<file path="config.mk">
export PLATFORM = sky130hd
export DESIGN_NAME = lane_edge_vector_picker_core
export DESIGN_NICKNAME = d
export VERILOG_FILES = /design/src/sv/levp_pkg.sv /design/src/sv/lane_edge_vector_picker_core.sv /design/src/sv/levp_eval.sv
export SDC_FILE = /design/constraint.sdc
export NUM_CORES = 2
export LEC_CHECK = 0
export ABC_CLOCK_PERIOD_IN_PS = 19900
export BUFFER_PORTS_ARGS = -buffer_cell sky130_fd_sc_hd__buf_4
export CAP_MARGIN = 15
export CELL_PAD_IN_SITES_DETAIL_PLACEMENT = 2
export CELL_PAD_IN_SITES_GLOBAL_PLACEMENT = 2
export CORE_ASPECT_RATIO = 1.75
export CORE_MARGIN = 5
export CORE_UTILIZATION = 32
export DETAILED_ROUTE_END_ITERATION = 10
export PLACE_DENSITY_LB_ADDON = 0.2
export SETUP_SLACK_MARGIN = 0.5
export SYNTH_ARGS = -nofsm -noshare
export SYNTH_HDL_FRONTEND = slang
export SYNTH_SLANG_ARGS = --single-unit
</file>
<file path="constraint.sdc">
create_clock -name i_clk -period 19.9 [get_ports i_clk]
set_input_delay 4.975 -clock i_clk [delete_from_list [all_inputs] [get_ports i_clk]]
set_output_delay 4.975 -clock i_clk [all_outputs]
set_load 0.005 [all_outputs]
</file>
<file path="src/sv/levp_pkg.sv">
package levp_pkg;

    localparam int MAX_VECTORS = 64;
    localparam int POS_W       = $clog2(MAX_VECTORS + 1);
    localparam int IDX_W       = $clog2(MAX_VECTORS);
    localparam int OUT_IDX_W   = 6;
    localparam int CFG_IDX_W   = 3;
    localparam int CFG_DATA_W  = 17;

    localparam logic [CFG_IDX_W-1:0] CFG_REF_ROW        = 3'd0;
    localparam logic [CFG_IDX_W-1:0] CFG_MIN_LENGTH_SQ  = 3'd1;
    localparam logic [CFG_IDX_W-1:0] CFG_CENTER_COLUMN  = 3'd2;
    localparam logic [CFG_IDX_W-1:0] CFG_OUTER_REACH    = 3'd3;
    localparam logic [CFG_IDX_W-1:0] CFG_INNER_REACH    = 3'd4;

    localparam logic [7:0]  RST_REF_ROW        = 8'd40;
    localparam logic [16:0] RST_MIN_LENGTH_SQ  = 17'd100;
    localparam logic [7:0]  RST_CENTER_COLUMN  = 8'd39;
    localparam logic [7:0]  RST_OUTER_REACH    = 8'd35;
    localparam logic [7:0]  RST_INNER_REACH    = 8'd10;

    typedef struct packed {
        logic [7:0] start_col;
        logic [7:0] start_row;
        logic [7:0] end_col;
        logic [7:0] end_row;
        logic       frame_last;
    } t_in_word;

    typedef struct packed {
        logic                 left_found;
        logic [OUT_IDX_W-1:0] left_index;
        logic                 right_found;
        logic [OUT_IDX_W-1:0] right_index;
    } t_out_word;

    typedef struct packed {
        logic [7:0]  ref_row;
        logic [16:0] min_length_sq;
        logic [7:0]  center_column;
        logic [7:0]  outer_reach;
        logic [7:0]  inner_reach;
    } t_cfg;

    typedef struct packed {
        logic       left_hit;
        logic       right_hit;
        logic [7:0] near_row;
    } t_cand;

endpackage

</file>
<file path="src/sv/lane_edge_vector_picker_core.sv">
// the last word of a frame is held in r_s1, then its result word in r_out
// one word per cycle, set by the single input register and evaluator, unless
// a stalled result holds back a last word, and with it all following words
// reset (synchronous, active low) clears the frame state and loads the
// register defaults; the block takes words as soon as reset is released
module lane_edge_vector_picker_core
    import levp_pkg::*;
(
    input  logic                  i_clk,
    input  logic                  i_rst_n,
    input  logic                  i_in_valid,
    output logic                  o_in_stall,
    input  t_in_word              i_in_data,
    output logic                  o_out_valid,
    input  logic                  i_out_stall,
    output t_out_word             o_out_data,
    input  logic                  i_cfg_valid,
    output logic                  o_cfg_ready,
    input  logic [CFG_IDX_W-1:0]  i_cfg_index,
    input  logic [CFG_DATA_W-1:0] i_cfg_data
);

    t_cfg       r_cfg;
    t_in_word   r_s1;
    logic       r_s1_valid;
    t_out_word  r_out;
    logic       r_out_valid;
    logic [POS_W-1:0] r_pos;
    logic       r_left_valid, r_right_valid;
    logic [7:0] r_left_row, r_right_row;
    logic [IDX_W-1:0] r_left_idx, r_right_idx;

    logic [POS_W-1:0] n_pos;
    logic       n_left_valid, n_right_valid;
    logic [7:0] n_left_row, n_right_row;
    logic [IDX_W-1:0] n_left_idx, n_right_idx;
    t_out_word  n_out;

    t_cand      cand;
    logic       s1_go, in_accept, in_range, upd_left, upd_right;

    levp_eval u_eval (
        .i_word (r_s1),
        .i_cfg  (r_cfg),
        .o_cand (cand)
    );

    assign o_cfg_ready = 1'b1;
    assign s1_go       = r_s1_valid && (!r_s1.frame_last || !r_out_valid || !i_out_stall);
    assign o_in_stall  = r_s1_valid && !s1_go;
    assign in_accept   = i_in_valid && !o_in_stall;
    assign in_range    = r_pos < POS_W'(MAX_VECTORS);
    assign o_out_valid = r_out_valid;
    assign o_out_data  = r_out;

    always_comb begin
        upd_left  = s1_go && in_range && cand.left_hit &&
                    (!r_left_valid || cand.near_row > r_left_row);
        upd_right = s1_go && in_range && cand.right_hit &&
                    (!r_right_valid || cand.near_row > r_right_row);

        n_left_valid  = r_left_valid | upd_left;
        n_left_row    = upd_left ? cand.near_row : r_left_row;
        n_left_idx    = upd_left ? r_pos[IDX_W-1:0] : r_left_idx;
        n_right_valid = r_right_valid | upd_right;
        n_right_row   = upd_right ? cand.near_row : r_right_row;
        n_right_idx   = upd_right ? r_pos[IDX_W-1:0] : r_right_idx;
        n_pos         = (s1_go && in_range) ? r_pos + POS_W'(1) : r_pos;

        n_out.left_found  = n_left_valid;
        n_out.left_index  = n_left_valid ? OUT_IDX_W'(n_left_idx) : '0;
        n_out.right_found = n_right_valid;
        n_out.right_index = n_right_valid ? OUT_IDX_W'(n_right_idx) : '0;

        // end of frame
        if (s1_go && r_s1.frame_last) begin
            n_pos         = '0;
            n_left_valid  = 1'b0;
            n_left_row    = '0;
            n_left_idx    = '0;
            n_right_valid = 1'b0;
            n_right_row   = '0;
            n_right_idx   = '0;
        end
    end

    always_ff @(posedge i_clk) begin
        if (!i_rst_n) begin
            r_cfg.ref_row        <= RST_REF_ROW;
            r_cfg.min_length_sq  <= RST_MIN_LENGTH_SQ;
            r_cfg.center_column  <= RST_CENTER_COLUMN;
            r_cfg.outer_reach    <= RST_OUTER_REACH;
            r_cfg.inner_reach    <= RST_INNER_REACH;
        end else if (i_cfg_valid && o_cfg_ready) begin
            case (i_cfg_index)
                CFG_REF_ROW:        r_cfg.ref_row        <= i_cfg_data[7:0];
                CFG_MIN_LENGTH_SQ:  r_cfg.min_length_sq  <= i_cfg_data[16:0];
                CFG_CENTER_COLUMN:  r_cfg.center_column  <= i_cfg_data[7:0];
                CFG_OUTER_REACH:    r_cfg.outer_reach    <= i_cfg_data[7:0];
                CFG_INNER_REACH:    r_cfg.inner_reach    <= i_cfg_data[7:0];
                default: begin
                end
            endcase
        end
    end

    always_ff @(posedge i_clk) begin
        if (!i_rst_n) begin
            r_s1_valid    <= 1'b0;
            r_out_valid   <= 1'b0;
            r_pos         <= '0;
            r_left_valid  <= 1'b0;
            r_left_row    <= '0;
            r_left_idx    <= '0;
            r_right_valid <= 1'b0;
            r_right_row   <= '0;
            r_right_idx   <= '0;
        end else begin
            if (in_accept) begin
                r_s1_valid <= 1'b1;
            end else if (s1_go) begin
                r_s1_valid <= 1'b0;
            end
            if (s1_go && r_s1.frame_last) begin
                r_out_valid <= 1'b1;
            end else if (!i_out_stall) begin
                r_out_valid <= 1'b0;
            end
            r_pos         <= n_pos;
            r_left_valid  <= n_left_valid;
            r_left_row    <= n_left_row;
            r_left_idx    <= n_left_idx;
            r_right_valid <= n_right_valid;
            r_right_row   <= n_right_row;
            r_right_idx   <= n_right_idx;
        end
    end

    always_ff @(posedge i_clk) begin
        if (in_accept) begin
            r_s1 <= i_in_data;
        end
        if (s1_go && r_s1.frame_last) begin
            r_out <= n_out;
        end
    end

    // position counter saturates at the frame limit
    a_pos_bound: assert property (@(posedge i_clk) disable iff (!i_rst_n)
        r_pos <= POS_W'(MAX_VECTORS))
        else $error("position counter beyond frame limit");

    // a closed frame leaves a result and a cleared state
    a_frame_close: assert property (@(posedge i_clk) disable iff (!i_rst_n)
        s1_go && r_s1.frame_last |=> r_out_valid && r_pos == '0 &&
                                      !r_left_valid && !r_right_valid)
        else $error("frame close did not clear state or post result");

    // no back pressure while the input register is empty
    a_stall_empty: assert property (@(posedge i_clk) disable iff (!i_rst_n)
        o_in_stall |-> r_s1_valid)
        else $error("stall with empty input register");

    // a side not found reports index zero
    a_idx_zero: assert property (@(posedge i_clk) disable iff (!i_rst_n)
        r_out_valid && (!r_out.left_found || !r_out.right_found) |->
            (r_out.left_found || r_out.left_index == '0) &&
            (r_out.right_found || r_out.right_index == '0))
        else $error("nonzero index without found flag");

    // a word never matches both sides
    a_one_side: assert property (@(posedge i_clk) disable iff (!i_rst_n)
        r_s1_valid |-> !(cand.left_hit && cand.right_hit))
        else $error("candidate classified on both sides");

endmodule

</file>
<file path="src/sv/levp_eval.sv">
module levp_eval
    import levp_pkg::*;
(
    input  t_in_word i_word,
    input  t_cfg     i_cfg,
    output t_cand    o_cand
);

    logic signed [9:0]  dx, dy, rel, sd, sx0, sc, smx, smn;
    logic signed [19:0] dx_sq, dy_sq, num, p;
    logic signed [19:0] c_d, lo_l, hi_l, hi_r, lo_r;
    logic [17:0]        len_sq;
    logic [7:0]         d;
    logic               long_enough, spans, keep;

    always_comb begin
        dx    = $signed({2'b00, i_word.end_col}) - $signed({2'b00, i_word.start_col});
        dy    = $signed({2'b00, i_word.end_row}) - $signed({2'b00, i_word.start_row});
        rel   = $signed({2'b00, i_cfg.ref_row}) - $signed({2'b00, i_word.start_row});
        dx_sq = 20'(dx) * 20'(dx);
        dy_sq = 20'(dy) * 20'(dy);
        len_sq = 18'(dx_sq) + 18'(dy_sq);
        long_enough = len_sq >= {1'b0, i_cfg.min_length_sq};
        spans = (i_cfg.ref_row >= i_word.start_row && i_cfg.ref_row <= i_word.end_row) ||
                (i_cfg.ref_row >= i_word.end_row && i_cfg.ref_row <= i_word.start_row);
        keep  = long_enough && spans;

        // flat segment on the row: rel is zero, so p reduces to start_col
        if (dy == 10'sd0) begin
            d = 8'd1;
        end else if (dy < 10'sd0) begin
            d = 8'(-dy);
        end else begin
            d = 8'(dy);
        end
        sd  = $signed({2'b00, d});
        sx0 = $signed({2'b00, i_word.start_col});
        num = 20'(rel) * 20'(dx);
        if (dy < 10'sd0) begin
            num = -num;
        end
        p = 20'(sx0) * 20'(sd) + num;

        sc   = $signed({2'b00, i_cfg.center_column});
        smx  = $signed({2'b00, i_cfg.outer_reach});
        smn  = $signed({2'b00, i_cfg.inner_reach});
        c_d  = 20'(sc) * 20'(sd);
        lo_l = 20'(sc - smx) * 20'(sd);
        hi_l = 20'(sc - smn) * 20'(sd);
        hi_r = 20'(sc + smx) * 20'(sd);
        lo_r = 20'(sc + smn) * 20'(sd);

        o_cand.left_hit  = keep && (p < c_d) && (p >= lo_l) && (p <= hi_l);
        o_cand.right_hit = keep && (p >= c_d) && (p <= hi_r) && (p >= lo_r);
        o_cand.near_row  = (i_word.start_row > i_word.end_row) ? i_word.start_row
                                                                : i_word.end_row;
    end

endmodule

</file>
Word-level counts from Yosys, hierarchy flattened --
Index checks and enable logic that the tools add are counted.
Storage, ports and cells: register bits after elaboration 135, output and inout bits 17, word-level logic and storage cells 117
Operators by class: add/subtract/negate cells 12, $mul 9, magnitude comparators 16, equality and inequality tests 5, mux-type cells 10, bitwise operators 3, reductions and logical operators 39
Operators by type and width (number):
- multiplier 20 x 9 -> 20 bit | 4
- greater-or-equal comparator 20 bit | 3
- multiplier 9 x 9 -> 18 bit | 3
- subtractor 8 x 8 -> 9 bit | 5
- <= comparator 20 bit | 2
- multiplier 8 x 8 -> 16 bit | 2
- greater-than comparator 8 bit | 3
- 2-to-1 mux 8 bit | 3
- adder 20 bit | 1
- < comparator 20 bit | 1
- 2-to-1 mux 20 bit | 1
- negator 20 bit | 1
- adder 18 bit | 1
- adder 8 x 8 -> 9 bit | 2
- greater-or-equal comparator 18 x 17 -> 1 bit | 1
- logical AND 1 bit | 18
- greater-or-equal comparator 8 bit | 2
- <= comparator 8 bit | 2
- 2-to-1 mux 6 bit | 2
- zero test 10 bit | 1
- AND reduction 2 bit | 5
- < comparator 9 x 1 -> 1 bit, second input constant | 1
- negator 8 bit | 1
- adder 7 x 1 -> 7 bit, second input constant | 1
- 13 further kinds | 28

Depth between registers and ports, before layout --
depth in word-level cells 13, mapped depth 53, gate-level depth less buffers 50

Cells and area by module --
From an unflattened synthesis, not the netlist that was laid out.
Unflattened totals: cell total of the unflattened synthesis 3893, area, all modules 33634.8 um^2
By module, submodules not included:
- levp_eval | times used 1, cells each 3388, area an instance 28310.9 um^2, seq. area each 0.0 um^2
- lane_edge_vector_picker_core | times used 1, cells each 505, area an instance 5323.9 um^2, seq. area each 3173.0 um^2

Least setup slack after synthesis --
OpenSTA, ideal clock, no wires.
path type register to register, start point register r_s1[1] (netlist name), end point register r_out (netlist bit o_out_data[10]) (data pin), library setup time 0.256 ns, arrival 9.987 ns, required time 19.644 ns, setup slack 9.657 ns, stages on the path, launching flop included 51, path buffers 3, clock period less this slack 10.243 ns, cell sequence edfxtp_1 inv_1 ha_1 inv_1 fa_1 a21o_1 a21o_1 a31oi_1 a21o_1 clkbuf_1 inv_1 clkbuf_1 a31oi_1 xnor2_1 clkbuf_1 nor2_1 fa_1 inv_1 (+15 left out) o21bai_1 a21oi_1 xnor2_1 ha_1 and2_1 and3_1 a211o_1 and2_1 o21ai_0 nand2_1 a21oi_1 ha_1 nand2b_1 o31ai_1 nor4_1 o211ai_2 o31a_1 a22o_1
Between the ends: word-level cells in the longest chain between the ends 13
RTL lines:
- from (decl) | line lane_edge_vector_picker_core.sv:24 | t_in_word r_s1;
- from (signal assigned) | line lane_edge_vector_picker_core.sv:141 | r_s1 <= i_in_data;
- subtractor 8 x 8 -> 9 bit | line levp_eval.sv:18 | dy = $signed({2'b00, i_word.end_row}) - $signed({2'b00, i_word.start_row});
- negator 8 bit or < comparator 9 x 1 -> 1 bit (tied branches) | line levp_eval.sv:32, levp_eval.sv:31, levp_eval.sv:39
- 2-to-1 mux 8 bit | line levp_eval.sv:31 | end else if (dy < 10'sd0) begin
- 2-to-1 mux 8 bit | line levp_eval.sv:29 | if (dy == 10'sd0) begin
- multiplier 8 x 8 -> 16 bit | line levp_eval.sv:42 | p = 20'(sx0) * 20'(sd) + num;
- adder 20 bit | line levp_eval.sv:42
- < comparator 20 bit | line levp_eval.sv:53 | o_cand.left_hit = keep && (p < c_d) && (p >= lo_l) && (p <= hi_l);
- logical AND 1 bit (3 in series) | line levp_eval.sv:53
- logical AND 1 bit | line lane_edge_vector_picker_core.sv:57 | upd_left = s1_go && in_range && cand.left_hit &&
- logical AND 1 bit * | line lane_edge_vector_picker_core.sv:57
- 2-to-1 mux 6 bit or bitwise OR 1 bit (tied branches) | line lane_edge_vector_picker_core.sv:64, lane_edge_vector_picker_core.sv:62
- to (signal assigned) | line lane_edge_vector_picker_core.sv:144 | r_out <= n_out;
- to (decl) | line lane_edge_vector_picker_core.sv:26 | t_out_word r_out;
Every way passes the cells marked *; elsewhere a longest branch is shown, timed or not. A chain may end at the register's enable or synchronous reset.

Worst setup path after layout --
start point register r_s1[26] (netlist name), end point register r_out (netlist bit o_out_data[1]) (data pin)
Between the ends: word-level cells in the longest chain between the ends 12
RTL lines:
- subtractor 8 x 8 -> 9 bit | line levp_eval.sv:17 | dx = $signed({2'b00, i_word.end_col}) - $signed({2'b00, i_word.start_col});
- multiplier 9 x 9 -> 18 bit | line levp_eval.sv:38 | num = 20'(rel) * 20'(dx);
- negator 20 bit | line levp_eval.sv:40 | num = -num;
- 2-to-1 mux 20 bit | line levp_eval.sv:39 | if (dy < 10'sd0) begin
- adder 20 bit | line levp_eval.sv:42
- greater-or-equal comparator 20 bit | line levp_eval.sv:54 | o_cand.right_hit = keep && (p >= c_d) && (p <= hi_r) && (p >= lo_r);
- logical AND 1 bit (2 in series) | line levp_eval.sv:54
- logical AND 1 bit * | line levp_eval.sv:54
- logical AND 1 bit * (2 in series) | line lane_edge_vector_picker_core.sv:59 | upd_right = s1_go && in_range && cand.right_hit &&
- 2-to-1 mux 6 bit or bitwise OR 1 bit (tied branches) | line lane_edge_vector_picker_core.sv:67, lane_edge_vector_picker_core.sv:65
Marked as above.

==> metrics.log <==
INFO  metric status = complete, no violations
INFO  metric met2WireLength = 74.4 mm
INFO  metric clk_latency = 0.49 ns
INFO  metric maxCapViolations = 0
INFO  metric netlist.top_cell.by_area = fa_1
INFO  metric die_width = 257 um
INFO  metric async_flop_share = 0%
INFO  metric max_freq = 77.2 MHz
INFO  metric synth_compound_area_share = 10.4%
INFO  metric drc = 0
INFO  metric firstDrtPassIters = 4
INFO  metric die_area = 0.114 mm2
INFO  metric layout-area-overhead-vs-synth = 9.06%
INFO  metric synth.area.mux_share = 0.940%
INFO  metric via_per_inst = 5.12
INFO  metric timing_hold_violations_final = 0
INFO  metric synth_seq_area_share = 9.28%
INFO  metric synth_top_area_share = 29.5%
INFO  metric clk_pin_slew = 0.09 ns
INFO  metric grt_usage = 22.2%
INFO  metric port_buffers = 73
INFO  metric synth.cell_area = 0.0342 mm2
INFO  metric worst_setup_path_start_kind = flip-flop
INFO  metric htree_num_levels = 4
INFO  metric tritoncts_clock_tree = yes
INFO  metric post-route-period-util = 65.1%
INFO  metric final.setup_skew = 0.0333 ns
INFO  metric floorplan.initialDensity = 32.2%
INFO  metric synth-warning-count = 0
INFO  metric cts-hold-fix-buffers = 0
INFO  metric flops_latches_synth = 135
INFO  metric drive_gt1_share = 5.33%
INFO  metric first_iter_violations = 813
INFO  metric drt-total-wl = 126 mm
INFO  metric ios = 75
INFO  metric synthesis.nets = 5065
INFO  metric detailed_placer_s_ending_hpwl = 107 mm
INFO  metric min-delay-path-class = flip-flop to flip-flop
INFO  metric critical_path_class = flip-flop to flip-flop
INFO  metric path_max_fanout = 12
INFO  metric critPathRequiredTime = 20.13 ns
INFO  metric setup_total_negative_slack = 0 ns
INFO  metric insertedDiodeCount = 0
INFO  metric design.core.area = 0.106 mm2
INFO  metric synth_top_family_by_area = adder cells
INFO  metric via_count = 27.6k
INFO  metric placement_rows = 158
INFO  metric postSynthCellCount = 3955
INFO  metric critical_path.max_stage_delay = 0.73 ns
INFO  metric die_h = 442 um
INFO  metric synth.distinct_cells = 80
INFO  metric netlist_top_cells_area = fa_1, ha_1, inv_1
INFO  metric final-setup-viol-count = 0
INFO  metric drt-wirelength-per-cell = 23.3 um
INFO  metric grt_first_pass_wirelength = 192 mm
INFO  metric worst_hold_slack = 0.460 ns
INFO  metric gr-total-overflow = 0
INFO  metric layout_min_cycle_time = 12.95 ns
INFO  metric max-slew-margin-rel = 24.9%
INFO  metric grt_pass1_vias = 32.9k
INFO  metric synth_top_flop_cell = dfxtp_1
INFO  metric maxSlewViolCount = 0
INFO  metric top_layer_used = met4
INFO  metric m1_wire_length = 43.1 mm
INFO  metric post_synthesis_share_of_cell_area_spent_on_xor_and_xnor_gates = 6.04%
INFO  metric rsz0062_at_grt = no
INFO  metric fin_nets = 5127
INFO  metric cts-root-to-sink-buffers = 2
INFO  metric filler_cell_count = 12.0k
INFO  metric tightestPinTransition = 1.11 ns
INFO  metric synth-adder-area-share = 49.7%
INFO  metric syn_area_per_cell = 8.65 um2
INFO  metric post_layout_cell_count = 5390
INFO  metric cts_num_sinks = 135
INFO  metric place.gp.congestion = 0.835
INFO  metric postcts_setup_bufs = 0
INFO  metric synthSimpleGateAreaFrac = 14.1%
INFO  metric worst_setup_path_end_kind = flip-flop
INFO  metric wl_met3 = 1.37 mm
INFO  metric synth_edf_count = 47
INFO  metric clock-root-buffer = clkbuf_16
INFO  metric post_cts_resize_count = 0
INFO  metric cts_made_buffers = 17
INFO  metric numPlacedInstances = 5357
INFO  metric grt_antenna_before_repair = 2
INFO  metric critical_path.slowest_cell = xor2_1
INFO  metric antenna_violating_nets_post_route = 0
INFO  metric critical_path_data_arrival_time = 13.18 ns
INFO  metric pin_count_of_the_biggest_net_entering_global_routing = 54
## per-layer routing
| metal | global-route usage, % | vias to the layer above |
|---|---|---|
| li1 | - | 12700 |
| met1 | 21.3 | 14400 |
| met2 | 47.1 | 313 |
| met3 | 1.29 | 195 |
| met4 | 9.91 | 0 |
| met5 | 0 | - |
## logic make-up after synthesis
kind of cell               count (synthesis)
and+or+nand+nor                         1101
adders and majority gates               1057
buffers and inverters                    859
AOI/OAI and AO/OA                        534
DFF                                      135
xor gates and xnor gates                 236
other                                      1
muxes                                     32
## placed cells by master (no fill, tap or decap), types with 43 or more instances in the layout
cell | netlist | final
ha_1 | 548 | 548
buf_4 | 5 | 136
edfxtp_1 | 47 | 47
dfxtp_1 | 88 | 88
o21bai_1 | 43 | 43
fa_1 | 504 | 504
o21ai_0 | 85 | 85
a21oi_1 | 154 | 154
xor2_1 | 85 | 85
and2_1 | 81 | 81
nand2_1 | 425 | 425
nor2_1 | 374 | 372
inv_1 | 751 | 751
a21o_1 | 60 | 60
xnor2_1 | 151 | 139
## sequential cells by signal, summed over array words and instances, names as in the netlist
name           flops
o_out_data        14
o_out_valid        1
r_cfg             49
r_left_idx         6
r_left_row         8
r_left_valid       1
r_pos              7
r_right_idx        6
r_right_row        8
r_right_valid      1
r_s1              33
r_s1_valid         1
## final timing paths
check                  from  slack [ns]             end  cells after the start
max                r_s1[26]        6.95   o_out_data[1]                     46
min          r_right_row[7]        0.46  r_right_row[7]                      2
max reg2reg        r_s1[26]        6.95   o_out_data[1]                     46
min reg2reg  r_right_row[7]        0.46  r_right_row[7]                      2
## critical path: cells and delay by family (launching register included)
family	cells	cell delay [ns]
compound gates	18	3.97
xor+xnor	4	1.72
fa+ha+maj	9	3.47
simple gates	9	2.15
buf+inv	6	0.96
flops	1	0.37
## through the flow
| stage | utilization [%] | worst slack (ns) | area [um2] |
|---|---|---|---|
| finish | 35.1 | 6.95 | 37300 |
| global route | 35.1 | 5.94 | 37300 |
| CTS | 35.1 | 6.76 | 37300 |
| floorplan | - | 9.66 | 34200 |
| global placement | 34.6 | 7.34 | 36700 |
| detailed placement | 34.6 | 6.79 | 36700 |
## cells in the mapped netlist (7+ instances only)
cell type and count:
inv_1 751, ha_1 548, fa_1 504, nand2_1 425, nor2_1 374, a21oi_1 154, xnor2_1 151, dfxtp_1 88
o21ai_0 85, xor2_1 85, and2_1 81, clkbuf_1 78, a21o_1 60, edfxtp_1 47, o21bai_1 43, nor3_1 39
a21boi_0 38, nand2b_1 38, nor2b_1 35, mux2i_1 31, nand4_1 27, nand3_1 25, o21a_1 19, o211ai_1 18
a211oi_1 14, a31oi_1 13, or2_2 13, clkinv_1 12, and3_1 11, buf_1 9, nor4_1 9, a32o_1 8
a22o_1 7
## area by class of cell
class                           count  area, um2  area share, %
Inverter                          765       2870           7.70
Clock buffer                       17        425           1.14
Tap cell                         1360       1700           4.56
Clock inverter                     15        183          0.490
Sequential cell                   135       3170           8.51
Timing Repair Buffer              137       1030           2.77
Multi-Input combinational cell   2961      27900           74.8
Power is not shown: default switching activity piles up to over one toggle a cycle in this logic, so the estimate is an artifact.
